<file path="config.mk">
export PLATFORM = sky130hd
export DESIGN_NAME = ra_ctrl
export DESIGN_NICKNAME = d
export VERILOG_FILES = /design/src/rtl/ra_pkg.sv /design/src/rtl/ra_ctrl.sv
export SDC_FILE = /design/constraint.sdc
export NUM_CORES = 1
export LEC_CHECK = 0
export BUFFER_PORTS_ARGS = -buffer_cell sky130_fd_sc_hd__buf_2
export CAP_MARGIN = 15
export CORE_AREA = 2 2 39 41
export DETAILED_ROUTE_END_ITERATION = 8
export DIE_AREA = 0 0 41 43
export GPL_TIMING_DRIVEN = 0
export PLACE_DENSITY = 0.63
export SYNTH_ARGS = -nofsm -noshare
export SYNTH_HDL_FRONTEND = slang
export SYNTH_SLANG_ARGS = --single-unit
</file>
<file path="constraint.sdc">
create_clock -name clk -period 1.65 [get_ports clk]
set_input_delay 0.0825 -clock clk [delete_from_list [all_inputs] [get_ports clk]]
set_output_delay 0.0825 -clock clk [all_outputs]
set_load 0.01 [all_outputs]
</file>
<file path="src/rtl/ra_pkg.sv">
// ----------------------------------------------------------------------------
// ra_pkg
// shared types, widths and codes for the rational accumulator unit
// ----------------------------------------------------------------------------
package ra_pkg;

	localparam int VALUE_WIDTH = 32;
	// the fields are 32 bits wide, so the value range never exceeds that
	localparam int EFF_W = (VALUE_WIDTH > 32) ? 32 : VALUE_WIDTH;
	localparam int OPD_W = 32;
	localparam int MAG_W = 2 * OPD_W;
	localparam int DEN_OUT_W = OPD_W - 1;
	localparam int CNT_W = $clog2(MAG_W + 1);
	localparam int K_W = $clog2(MAG_W);

	localparam logic [MAG_W-1:0] HALF = MAG_W'(1) << (EFF_W - 1);

	localparam logic [1:0] ERR_OK       = 2'd0;
	localparam logic [1:0] ERR_ZERO_DEN = 2'd1;
	localparam logic [1:0] ERR_OVERFLOW = 2'd2;

	typedef enum logic [1:0] {
		KIND_LOAD = 2'd0,
		KIND_ADD  = 2'd1,
		KIND_INC  = 2'd2,
		KIND_DEC  = 2'd3
	} kind_t;

	typedef enum logic [3:0] {
		OP_NONE,
		OP_LOAD,
		OP_PREP,
		OP_MUL_A,
		OP_MUL_B,
		OP_MUL_D,
		OP_SUM,
		OP_GCD_INIT,
		OP_GCD_STEP,
		OP_DIVN_INIT,
		OP_DIVD_INIT,
		OP_DIV_STEP,
		OP_WB_N,
		OP_WB_D,
		OP_COMMIT
	} op_t;

	typedef enum logic [3:0] {
		ST_IDLE,
		ST_PREP,
		ST_MUL_A,
		ST_MUL_B,
		ST_MUL_D,
		ST_SUM,
		ST_GCD_INIT,
		ST_GCD,
		ST_DIV_N,
		ST_DIVD_INIT,
		ST_DIV_D,
		ST_COMMIT
	} state_t;

	typedef struct packed {
		op_t op;
	} cmd_t;

	typedef struct packed {
		kind_t kind;
		logic  den_zero;
		logic  num_zero;
		logic  gcd_done;
		logic  div_done;
	} status_t;

endpackage

</file>
<file path="src/rtl/ra_ctrl.sv">
// ----------------------------------------------------------------------------
// ra_ctrl
// sequencer for load, add, increment, decrement, gcd reduction and commit of one transaction
// ----------------------------------------------------------------------------
module ra_ctrl (
	input  logic             clk,
	input  logic             arst_n,
	input  logic             in_valid,
	output logic             in_stall,
	output logic             out_valid,
	input  logic             out_stall,
	input  ra_pkg::status_t  status,
	output ra_pkg::cmd_t     cmd
);

	ra_pkg::state_t state_q, state_d;
	logic out_valid_q;
	logic out_free;
	logic commit_fire;

	assign out_free = !out_valid_q || !out_stall;
	assign in_stall = (state_q != ra_pkg::ST_IDLE);
	assign out_valid = out_valid_q;

	always_ff @(posedge clk or negedge arst_n) begin
		if (!arst_n) begin
			state_q <= ra_pkg::ST_IDLE;
			out_valid_q <= 1'b0;
		end else begin
			state_q <= state_d;
			if (commit_fire)
				out_valid_q <= 1'b1;
			else if (!out_stall)
				out_valid_q <= 1'b0;
		end
	end

	always_comb begin
		state_d = state_q;
		cmd.op = ra_pkg::OP_NONE;
		commit_fire = 1'b0;
		unique case (state_q)
			ra_pkg::ST_IDLE: begin
				if (in_valid) begin
					cmd.op = ra_pkg::OP_LOAD;
					state_d = ra_pkg::ST_PREP;
				end
			end
			ra_pkg::ST_PREP: begin
				cmd.op = ra_pkg::OP_PREP;
				if ((status.kind == ra_pkg::KIND_LOAD || status.kind == ra_pkg::KIND_ADD)
						&& status.den_zero)
					state_d = ra_pkg::ST_COMMIT;
				else if (status.kind == ra_pkg::KIND_ADD)
					state_d = ra_pkg::ST_MUL_A;
				else
					state_d = ra_pkg::ST_GCD_INIT;
			end
			ra_pkg::ST_MUL_A: begin
				cmd.op = ra_pkg::OP_MUL_A;
				state_d = ra_pkg::ST_MUL_B;
			end
			ra_pkg::ST_MUL_B: begin
				cmd.op = ra_pkg::OP_MUL_B;
				state_d = ra_pkg::ST_MUL_D;
			end
			ra_pkg::ST_MUL_D: begin
				cmd.op = ra_pkg::OP_MUL_D;
				state_d = ra_pkg::ST_SUM;
			end
			ra_pkg::ST_SUM: begin
				cmd.op = ra_pkg::OP_SUM;
				state_d = ra_pkg::ST_GCD_INIT;
			end
			ra_pkg::ST_GCD_INIT: begin
				cmd.op = ra_pkg::OP_GCD_INIT;
				state_d = status.num_zero ? ra_pkg::ST_COMMIT : ra_pkg::ST_GCD;
			end
			ra_pkg::ST_GCD: begin
				if (status.gcd_done) begin
					cmd.op = ra_pkg::OP_DIVN_INIT;
					state_d = ra_pkg::ST_DIV_N;
				end else begin
					cmd.op = ra_pkg::OP_GCD_STEP;
				end
			end
			ra_pkg::ST_DIV_N: begin
				if (status.div_done) begin
					cmd.op = ra_pkg::OP_WB_N;
					state_d = ra_pkg::ST_DIVD_INIT;
				end else begin
					cmd.op = ra_pkg::OP_DIV_STEP;
				end
			end
			ra_pkg::ST_DIVD_INIT: begin
				cmd.op = ra_pkg::OP_DIVD_INIT;
				state_d = ra_pkg::ST_DIV_D;
			end
			ra_pkg::ST_DIV_D: begin
				if (status.div_done) begin
					cmd.op = ra_pkg::OP_WB_D;
					state_d = ra_pkg::ST_COMMIT;
				end else begin
					cmd.op = ra_pkg::OP_DIV_STEP;
				end
			end
			ra_pkg::ST_COMMIT: begin
				if (out_free) begin
					cmd.op = ra_pkg::OP_COMMIT;
					commit_fire = 1'b1;
					state_d = ra_pkg::ST_IDLE;
				end
			end
			default: begin
				state_d = ra_pkg::ST_IDLE;
			end
		endcase
	end

endmodule

</file>
==> results by stage, run 1 <==
Finish:
- The signed area change from the synthesized netlist to the final layout is 34.2%.
- The fill cell total of the finished layout is 154.
- In the final layout, the share of cells above drive strength 1 is 0.350.
- 0 antenna diodes ended up in the layout.
- The multi-input gate area in the final layout is 283 sq um.
- The most common cell after layout, fill and taps aside is buf_2.
- The utilization of the core after routing is 0.426.
- After the last flow step, the layout net total stands at 91.
- In the layout the commonest cells are buf_2, a21oi_1, nor2_1.
- The flip-flop and latch area is 126 sq um.

Critical path:
- The category of the most critical setup path is reg -> out.
- The endpoint of the worst-slack reg-to-reg timing path is state_q[0]$_DFFE_PN0P_.
- The element type at the critical path start is a flop.
- The depth of the worst register-to-register path is 5.
- The sort of element at the end of the critical path is an output pin.
- The critical path data required time is 1.57 ns.
- The launch point of the worst reg-to-reg path is state_q[0]$_DFFE_PN0P_.
- For the worst setup path, the data arrival time is 1.50 ns.
- In this run the register-to-register setup slack is 0.10 ns.
- The maximum net fanout on the critical path is 10.

Drt:
- The number of DRC violations after detailed-routing iteration 0 is 18.
- In the final routing, the length of wire on met1 measures 511 um.
- In the routed design, unresolved DRC markers number 0.
- Before antenna repair, the detailed router went through 4 iterations.
- The final layout contains routed wiring with a total length of 1180 um.
- Using the TritonRoute via totals, the vias-per-cell ratio works out to 5.72.
- The count of nets left with antenna violations once routing finished came out at 0.
- The total number of vias is 549.
- After detailed routing, no signal wire sits above met3.
- The detailed-routed wire length on met3 is 137 um.
- The average wire length per cell after detail routing is 12.3 um.
- The routed wire length on met2 is 534 um.

Timing:
- The number of max-slew violations in the final report is 0.
- After layout, the worst setup slack is 0.0677 ns.
- The number of hold-slack violations in the final timing report was 0.
- For this run, the top clock speed supported by timing is 0.632 GHz.
- Setup violations remaining at the end of the flow were counted as 0.
- The headroom to the max-slew limit is 0.839.
- On the final layout, the worst hold slack is 0.146 ns.
- Setup repair after global routing left no endpoint under its margin.
- The transition time at the pin with the least slew margin is 0.239 ns.
- The routed design could run at a clock period as short as 1.58 ns.
- The post-route clock period utilization is 0.959.
- The clock tree skew after final layout is 0.00102 ns.
- For the final routed database, the setup TNS stands at 0 ns.

Hold path:
- For hold timing, the worst endpoint is out_valid$_DFFE_PN0P_.
- The min-delay analysis places its worst path in the category in -> reg.
- The source of the worst hold timing path is out_stall.
- The cell count of the worst hold path is 3.

Global routing:
- The number of antenna violations at the first check in global routing is 0.
- The total global routing overflow is 0.
- The first-pass GRT wire length is 1900 um.
- The via count of the first global-routing pass is 439.
- In the global route stage, overall resource usage came out at 0.163.
- Entering global routing, the biggest net connects 12 pins.

Synth:
- The register area share after synthesis is 0.285.
- For this run, the leading register cell type out of synthesis is dfrtp_1.
- The post-synthesis register bit count is 5.
- The async set-reset flop share out of synthesis is 1.00.
- The number of warnings issued by yosys is 0.
- In this run the cell area of the synthesized design comes to 439 sq um.
- The post-synthesis cell type count is 26.
- When the netlist entered floorplanning its net count stood at 71.
- The number of enable flip-flop cells after synthesis is 0.
- After technology mapping, the gate count stands at 61.
- The mean instance size in the synthesized netlist is 7.20 sq um.

Die:
- For this design the top-level I/O count stands at 16.
- The initial utilization of the core area, before any placement, comes to 0.317.
- The floorplan die height is 43 um.
- After floorplanning, the core was divided into 14 placement rows.
- In this run the standard cell core region covers 1380 sq um.
- The floorplan step defined a die boundary enclosing 1760 sq um.
- The die extent in x is 41 um.

Pwr:
- The total power divided by cell area is 2010 nW/um^2.
- Across the VDD grid, the largest voltage drop is 0.870 mV.
- The sum of internal, switching and leakage power is 0.00119 W.
- The leakage power figure is 0.266 nW.

Placed design:
- The estimated wirelength of the detail-placed design is 852 um.
- Before CTS, the worst setup slack after placement is 0.0676 ns.
- In this run the tool buffered the top-level ports with 15 buffer cells.
- The congestion estimate from routability-driven global placement came to 0.776.

Clock tree:
- The cell sitting at the root of the clock tree is a clkbuf_4.
- The clock net in this run drives a total of 5 sinks.
- The longest clock path from root to sink contains 2 buffers.
- In this run the number of H-tree levels came out at 1.
- In this run, CTS created clock tree buffers numbering 3.
- TritonCTS built the clock tree.
- The later pin in the worst-skew pair is clocked with a latency of 0.24 ns.
- After clock tree synthesis, the clock-pin slew on the worst setup and hold paths is 0.04 ns.

Run status:
- The flow ran to the end, and the final reports show no timing, DRC or antenna violations.

Run:
- The tool flagged a number of max-cap violations equal to 0.
==> cell usage after synthesis, types with 2 or more instances <==
master / count / area, sq um
nand2b_1: 2 / 12.5
inv_1: 3 / 11.3
dfrtp_1: 5 / 125
nand2_1: 4 / 15.0
nor2_1: 7 / 26.3
nand4b_1: 2 / 17.5
a31oi_1: 2 / 12.5
o21ai_0: 6 / 30.0
clkbuf_1: 4 / 15.0
a21oi_1: 10 / 50.1
==> cell families (layout without fill, tap and decap cells) <==
kind of cell           Yosys count  count (layout)  share of synthesized area
AOI/OAI and AO/OA               27              27                      0.373
buffers and inverters            9              28                     0.0940
DFF                              5               5                      0.285
and+or+nand+nor                 20              20                      0.248
==> state kept, by name, summed over array words and instances, names as in the netlist <==
name	flops
out_valid	1
state_q	4
==> through the flow <==
step           instances  cell area, sq um
6_report              96               589
5_1_grt               96               589
4_1_cts               96               573
3_5_place_dp          92               534
3_3_place_gp          92               534
2_1_floorplan         61               439
==> routing by layer <==
metal  track usage  vias to the layer above
met4        0.0600                        0
li1              -                      263
met2         0.225                       36
met1         0.212                      250
met3        0.0838                        0
met5             0                        -
==> worst max-delay path, stage by stage, from the launching register on <==
cell,delay [ns]
dfrtp_1,0.39
buf_2,0.18
or4_1,0.53
buf_2,0.15
==> timing repair <==
item,4_1_cts,5_1_grt
endpoints found under the setup margin,4,4
endpoints found under the hold margin,5,0
hold buffers,1,0
buffers inserted,0,0
gates cloned,0,0
resized for setup,4,8
==> worst max-delay path by stage <==
stage,start,slack (ns),depth (start not counted),end
finish,state_q[1]$_DFFE_PN0P_,0.07,3,in_stall
CTS,state_q[1]$_DFFE_PN0P_,0.007,3,in_stall
floorplan,state_q[0]$_DFFE_PN0P_,0.18,5,state_q[0]$_DFFE_PN0P_
global route,state_q[1]$_DFFE_PN0P_,0.002,3,in_stall
global placement,state_q[3]$_DFFE_PN0P_,0.10,5,state_q[0]$_DFFE_PN0P_
detailed placement,state_q[3]$_DFFE_PN0P_,0.07,5,state_q[0]$_DFFE_PN0P_
==> cell type report <==
cell class | count | share of cell area
multi-input combinational | 47 | 0.480
sequential | 5 | 0.214
timing repair buffer | 16 | 0.144
buffer | 5 | 0.0637
clock buffer | 4 | 0.0446
tap | 16 | 0.0340
inverter | 3 | 0.0191
==> where the power goes <==
part	internal, W	leakage, nW	switching (W)
Clock	0.0000916	0.0150	0.0000525
Combinational	0.000346	0.190	0.000438
Sequential	0.000185	0.0607	0.0000723
Note: power is estimated with default switching activity, not from simulation.
==> inputs of run 2 (changes only) <==
--- a/config.mk
+++ b/config.mk
@@ -10,7 +10,7 @@
 export CORE_AREA = 2 2 39 41
 export DETAILED_ROUTE_END_ITERATION = 8
 export DIE_AREA = 0 0 41 43
-export GPL_TIMING_DRIVEN = 0
+export GPL_ROUTABILITY_DRIVEN = 0
 export PLACE_DENSITY = 0.63
 export SYNTH_ARGS = -nofsm -noshare
 export SYNTH_HDL_FRONTEND = slang
==> run 2 against run 1 <==
- hold slack better by 0.00061 ns
- utilization down 0.54 points
- critical endpoint is now cmd[0]
- sequential cell count unchanged
- clock power down 4%
- maximum frequency up 2.4%
- die area unchanged
- via count down 6.0%
- sequential share of layout area up 0.28 points
- worst setup slack better by 0.037 ns
- sequential power up 2%
- clock skew up 0.00078 ns
- critical path type unchanged
- design area down 1.3%
==> results by stage, run 2 (synthesized netlist as in run 1, its figures left out) <==
Critical path:
- The maximum net fanout on the critical path is 16.
- Data arrives at the worst endpoint at 1.46 ns.
- The slowest stage of the critical path is the dfrtp_2 cell.
- Data on the critical path is required at its endpoint by 1.57 ns.
- On the worst path, the slowest cell contributes a delay of 0.50 ns.
- The critical path goes through or3_1, a21oi_1, a221oi_1, buf_2.
- The element type at the critical path start is a flop.
- By startpoint and endpoint, the worst setup path is classified as reg -> out.
- The sort of element at the end of the critical path is an output pin.

Timing:
- On the final layout, the worst clock skew is 0.00180 ns.
- Based on the critical path, the design can be clocked at up to 0.647 GHz.
- The minimum clock period after layout is 1.55 ns.
- Setup repair after global routing left no endpoint under its margin.
- The transition time at the pin with the least slew margin is 0.257 ns.
- The number of max-slew violations in the final report is 0.
- Of the available clock period, the critical path in the final layout requires 0.937.
- Setup violations remaining at the end of the flow were counted as 0.
- The number of hold-slack violations in the final timing report is 0.
- The headroom to the max-slew limit is 0.829.
- For the final routed database, the setup TNS stands at 0 ns.

Die:
- The die extent in x is 41 um.
- For this configuration, the core starts out at a cell density of 0.317.
- The boundary pin count is 16.
- The floorplan core area is 1380 sq um.
- The floorplan has 14 rows.
- The area enclosed by the die boundary is 1760 sq um.
- From bottom edge to top edge, the die measures 43 um.

Global routing:
- The pin count of the biggest net entering global routing is 18.
- The number of antenna violations at the first check in global routing is 0.
- The first global-routing pass estimated 1730 um of wire.
- In the global route stage, overall resource usage came out at 0.141.
- The via count of the first global-routing pass is 425.
- The total global routing overflow is 0.

Pwr:
- For this design the ratio of total power to cell area is 1970 nW/um^2.
- The largest voltage drop on the vdd net is 0.777 mV.
- The analysis attributes to cell leakage a power of 0.262 nW.

Drt:
- The total number of vias is 516.
- The ratio of routed vias to standard cells is 5.43.
- After detailed routing, the average wire length per cell comes to 11.4 um.
- The aggregate routed wire length is 1080 um.
- Before antenna repair, the detailed router went through 4 iterations.
- The count of nets left with antenna violations once routing finished came out at 0.
- The remaining routing DRC violations is 0.
- The number of DRC violations after detailed-routing iteration 0 is 6.

Clock tree:
- After clock tree synthesis, the setup repair step added 0 buffers.
- The later pin in the worst-skew pair is clocked with a latency of 0.24 ns.
- The buffer type at the clock tree root is clkbuf_4.
- TritonCTS built the clock tree.
- Clock-pin slew was measured on the worst setup and hold paths at 0.04 ns.
- The total clock buffers created by CTS is 3.
- No sink is reached through more buffers than the 2 on the longest clock path.
- The tree built by TritonCTS fans out to 5 sinks.
- In this run the number of H-tree levels came out at 1.

Finish:
- Relative to the synthesized area, the layout overhead comes to 32.5%.
- The library cells used most frequently in the layout, excluding fill and tap cells, are buf_2, a21oi_1, nor2_1.
- The share of layout cells above drive strength 1 is 0.329.
- The register with the most flip-flops in the layout has 4 of them.
- After filler insertion, the fill cell instance count of the layout stands at 162.
- The final cell count without fillers is 95.
- 0 antenna diodes ended up in the layout.
- The most common cell after layout, fill and taps aside is buf_2.
- state_q holds more flip-flops than any other register.
- The final layout contains 90 nets.

Placed design:
- After detailed placement, the design holds a cell count of 90.
- Buffers placed on the I/O ports in this run total 15.
- After legalization and detailed placement, the total HPWL measured 815 um.

Hold path:
- In this run the worst hold path is classified as in -> reg.

Run:
- Max-cap violations in this run came to 0.

Run status:
- The flow ran to the end, and the final reports show no timing, DRC or antenna violations.
run 2: report_power, final:
part	total, W	switching (W)	leakage (nW)	internal [W]
registers	0.000263	0.0000778	0.0607	0.000185
clock network	0.000138	0.0000467	0.0150	0.0000912
logic	0.000744	0.000405	0.186	0.000339
run 2: per-stage QoR:
| stage | hold WS (ns) | utilization | total power, W | setup slack, ns | area, sq um |
|---|---|---|---|---|---|
| 2_1_floorplan | -0.213 | - | 0.000770 | 0.178 | 439 |
| 4_1_cts | 0.131 | 0.412 | 0.00113 | 0.0318 | 571 |
| 6_report | 0.146 | 0.420 | 0.00115 | 0.104 | 582 |
| 3_3_place_gp | -0.0980 | 0.386 | 0.000975 | 0.257 | 534 |
| 5_1_grt | 0.198 | 0.420 | 0.00126 | 0.0101 | 582 |
| 3_5_place_dp | -0.0958 | 0.386 | 0.000984 | 0.224 | 534 |
run 2: worst paths after layout:
kind | startpoint | cells past startpoint | end | slack [ns]
hold / removal | out_stall | 3 | out_valid$_DFFE_PN0P_ | 0.15
min in group asynchronous | arst_n | 2 | state_q[2]$_DFFE_PN0P_ | 0.18
setup / recovery | state_q[3]$_DFFE_PN0P_ | 4 | cmd[0] | 0.10
hold reg to reg | out_valid$_DFFE_PN0P_ | 2 | out_valid$_DFFE_PN0P_ | 0.58
max in group asynchronous | arst_n | 2 | state_q[3]$_DFFE_PN0P_ | 1.32
setup reg to reg | state_q[1]$_DFFE_PN0P_ | 4 | state_q[0]$_DFFE_PN0P_ | 0.21
run 2: cell type report:
| class | instances | area (sq um) | share of cell area |
|---|---|---|---|
| inverter | 3 | 11.3 | 0.0194 |
| tap | 16 | 20.0 | 0.0344 |
| sequential | 5 | 126 | 0.217 |
| timing repair buffer | 20 | 119 | 0.204 |
| multi-input combinational | 47 | 279 | 0.480 |
| clock buffer | 4 | 26.3 | 0.0452 |
run 2: metal layers:
metal | track usage | up-vias | part of all wire | routed length [um]
li1 | - | 260 | - | -
met1 | 0.199 | 233 | 0.46 | 494
met2 | 0.200 | 19 | 0.46 | 501
met3 | 0.0157 | 4 | 0.060 | 65
met4 | 0.0800 | 0 | 0.019 | 20
met5 | 0 | - | 0 | 0
run 2: timing repair:
| action | CTS | global route |
|---|---|---|
| resized for setup | 0 | 3 |
| hold endpoints to repair | 5 | 0 |
| hold buffers | 1 | 0 |
| endpoints found under the setup margin | 0 | 2 |
run 2: worst max-delay path, delay by kind of cell, from the launching register on:
kind	cells	cell delay [ns]
AOI/OAI and AO/OA	2	0.21
buffers and inverters	1	0.14
DFF	1	0.50
and+or+nand+nor	1	0.37
==> inputs of run 3 (changes only) <==
--- a/config.mk
+++ b/config.mk
@@ -5,13 +5,13 @@
 export SDC_FILE = /design/constraint.sdc
 export NUM_CORES = 1
 export LEC_CHECK = 0
-export BUFFER_PORTS_ARGS = -buffer_cell sky130_fd_sc_hd__buf_2
 export CAP_MARGIN = 15
 export CORE_AREA = 2 2 39 41
 export DETAILED_ROUTE_END_ITERATION = 8
 export DIE_AREA = 0 0 41 43
+export DONT_BUFFER_PORTS = 1
 export GPL_ROUTABILITY_DRIVEN = 0
-export PLACE_DENSITY = 0.63
+export PLACE_DENSITY = 0.53
 export SYNTH_ARGS = -nofsm -noshare
 export SYNTH_HDL_FRONTEND = slang
 export SYNTH_SLANG_ARGS = --single-unit
==> run 3 against run 2 <==
- sequential cell count unchanged
- count of clock-buffer cells in the layout down 1
- sequential power down 3%
- design area down 14%
- sequential share of layout area up 3.5 points
- global-route usage down 0.087 points
- first-iteration DRC count rose to 2.7 times the previous value
- critical path depth unchanged
- total power down 7.6%
==> results by stage, run 3 (synthesized netlist as in run 1, its figures left out) <==
Die:
- The boundary pin count is 16.
- The floorplan step set the die width to 41 um.
- The number of standard-cell rows in the floorplan is 14.
- The area enclosed by the die boundary is 1760 sq um.
- The floorplan core area is 1380 sq um.
- The floorplan step set the die height to 43 um.
- The initial utilization of the core area, before any placement, comes to 0.317.

Timing:
- The minimum clock period after layout is 1.52 ns.
- Dividing the final minimum period by the clock period gives 0.923.
- Setup repair after global routing left no endpoint under its margin.
- The transition time at the pin with the least slew margin is 0.283 ns.
- The headroom to the max-slew limit is 0.814.
- The number of max-slew violations in the final report is 0.
- The maximum clock rate is 0.657 GHz.
- The setup violation total in the final timing report is 0.
- The number of hold-slack violations in the final timing report was 0.
- The final setup TNS is 0 ns.
- The clock tree skew after final layout is 0.00452 ns.

Global routing:
- The total global routing overflow is 0.
- The pin count of the biggest net entering global routing is 18.
- The via count of the first global-routing pass is 390.
- In the global route stage, overall resource usage came out at 0.140.
- The layer flagged by global routing as most heavily used is met1.
- The first-pass GRT wire length is 1630 um.
- The global-route met1 utilization is 0.193.
- The number of antenna violations at the first check in global routing is 0.
- In the global route stage, met3 resource usage came out at 0.0157.
- The global-route track usage on met2 is 0.184.

Drt:
- The routed layout has 464 vias.
- For this run, the detailed router's first-pass iteration total came to 4.
- Dividing the detail-routed wire length by the instance count gives 13.4 um.
- Dividing the detail-routed via count by the number of cells gives 5.80.
- The aggregate routed wire length is 1080 um.
- In this run the remaining antenna-violating nets after routing total 0.
- After detailed routing, the number of remaining DRC violations is 0.
- The number of DRC violations after detailed-routing iteration 0 is 16.

Finish:
- In the final layout, flip-flops and latches occupy 126 sq um.
- Summing all multi-input logic gate instances after layout gives 277 sq um.
- The register with the most flip-flops in the layout has 4 of them.
- In the layout the commonest cells are a21oi_1, nor2_1, o21ai_0.
- In the final layout, the share of cells above drive strength 1 is 0.188.
- The signed area change from the synthesized netlist to the final layout is 14.2%.
- The repair_antennas step left the layout with diodes totalling 0.
- The layout has 166 filler cells.
- The utilization of the core after routing is 0.363.
- The library cell used most frequently in the layout, excluding fill and tap cells, is a21oi_1.
- For this run, the post-layout net count is 75.
- More flip-flops sit in one register than any other, and that register is state_q.

Pwr:
- The sum of internal, switching and leakage power is 0.00106 W.
- The total power divided by cell area is 2110 nW/um^2.
- Cell internal power was estimated by the tool at 0.000538 W.
- The fraction of power spent switching nets is 0.491.
- The sequential cell fraction of total power is 0.240.
- In this run the power spent charging and discharging nets is 0.000519 W.
- The part of the total power dissipated in the clock network is 0.135.
- The largest voltage drop on the vdd net is 0.702 mV.
- The leakage power figure is 0.204 nW.
- Of the total power, combinational logic draws 0.625.

Run status:
- The run finished with clean final reports.

Clock tree:
- The buffer type at the clock tree root is clkbuf_4.
- After clock tree synthesis, the clock-pin slew on the worst setup and hold paths is 0.05 ns.
- The depth of the CTS H-tree is 1.
- Post-CTS timing repair inserted 0 buffers for setup.
- The longest clock path from root to sink contains 2 buffers.
- The tree built by TritonCTS fans out to 5 sinks.
- TritonCTS built the clock tree.
- Buffers inserted during clock tree synthesis total 3.
- The insertion delay of the later-clocked pin in the worst-skew pair is 0.25 ns.

Placed design:
- Input and output buffers added on the ports amount to 0.
- Detailed placement finished with a half-perimeter wire length of 787 um.

Critical path:
- The category of the most critical setup path is reg -> out.
- Traced cell by cell, the critical path runs through buf_4, or3_1, a21oi_1, a221oi_1.
- In this design, the stage delay of the slowest critical-path cell is 0.38 ns.
- The maximum net fanout on the critical path is 15.
- STA classifies the critical path startpoint as a flop.
- Data arrives at the worst endpoint at 1.44 ns.
- At the worst endpoint, the required time is 1.57 ns.
- The worst setup path is captured at an output pin.
- The largest individual stage delay along the critical path comes from the cell dfrtp_1.

Run:
- Across the run, the number of max-cap violations was 0.

Hold path:
- The min-delay analysis places its worst path in the category in -> reg.
run 3: changes by cell type in the layout (fill, tap and decap cells not counted), sizes merged:
cell,before,now
buf,19,4
clkbuf,4,3
clkinv,0,1
run 3: timing repair:
item | in CTS | in global routing
setup endpoints to repair | 0 | 2
endpoints found under the hold margin | 5 | 0
gates resized for setup | 0 | 3
hold buffers | 1 | 0
run 3: path summary, 6_finish.rpt:
| kind | start | to | slack (ns) | cells past startpoint |
|---|---|---|---|---|
| setup / recovery | state_q[2]$_DFFE_PN0P_ | cmd[0] | 0.13 | 4 |
| hold / removal | out_stall | out_valid$_DFFE_PN0P_ | 0.02 | 2 |
| setup reg to reg | state_q[1]$_DFFE_PN0P_ | state_q[0]$_DFFE_PN0P_ | 0.22 | 4 |
| hold reg to reg | state_q[3]$_DFFE_PN0P_ | state_q[2]$_DFFE_PN0P_ | 0.60 | 1 |
| max in group asynchronous | arst_n | state_q[3]$_DFFE_PN0P_ | 1.32 | 1 |
| min in group asynchronous | arst_n | state_q[2]$_DFFE_PN0P_ | 0.13 | 1 |
run 3: critical path: cells and delay by family (launching register included):
kind | cells | cell delay (ns)
flip-flops | 1 | 0.38
AND/OR/NAND/NOR | 1 | 0.37
AO/OA/AOI/OAI | 2 | 0.26
buffers and inverters | 1 | 0.19
run 3: power by group through the flow:
stage | Sequential (W) | Combinational [W] | Clock [W]
after floorplan | 0.000224 | 0.000547 | 0
after global placement | 0.000253 | 0.000645 | 0
after detailed placement | 0.000254 | 0.000643 | 0
after CTS | 0.000251 | 0.000651 | 0.000152
after global routing | 0.000264 | 0.000738 | 0.000164
final | 0.000254 | 0.000661 | 0.000143
run 3: per-stage QoR:
step | worst slack [ns] | hold WS [ns] | instance area [sq um] | instances
global route | 0.0299 | 0.0449 | 502 | 80
detailed placement | 0.239 | -0.213 | 459 | 75
global placement | 0.266 | -0.213 | 459 | 75
floorplan | 0.178 | -0.213 | 439 | 61
finish | 0.127 | 0.0250 | 502 | 80
CTS | 0.0380 | 0.0140 | 497 | 80
run 3: layout make-up:
class | instances | share of cell area
clock buffers | 3 | 0.0449
clock inverters | 1 | 0.00998
inverters | 3 | 0.0224
multi-input cells | 47 | 0.551
flip-flops and latches | 5 | 0.252
well taps | 16 | 0.0399
repair buffers | 5 | 0.0798
run 3: routing by layer:
layer	vias to the layer above	routed length, um
met2	18	529
met4	0	0
met3	0	87
met5	-	0
met1	215	459
li1	231	-
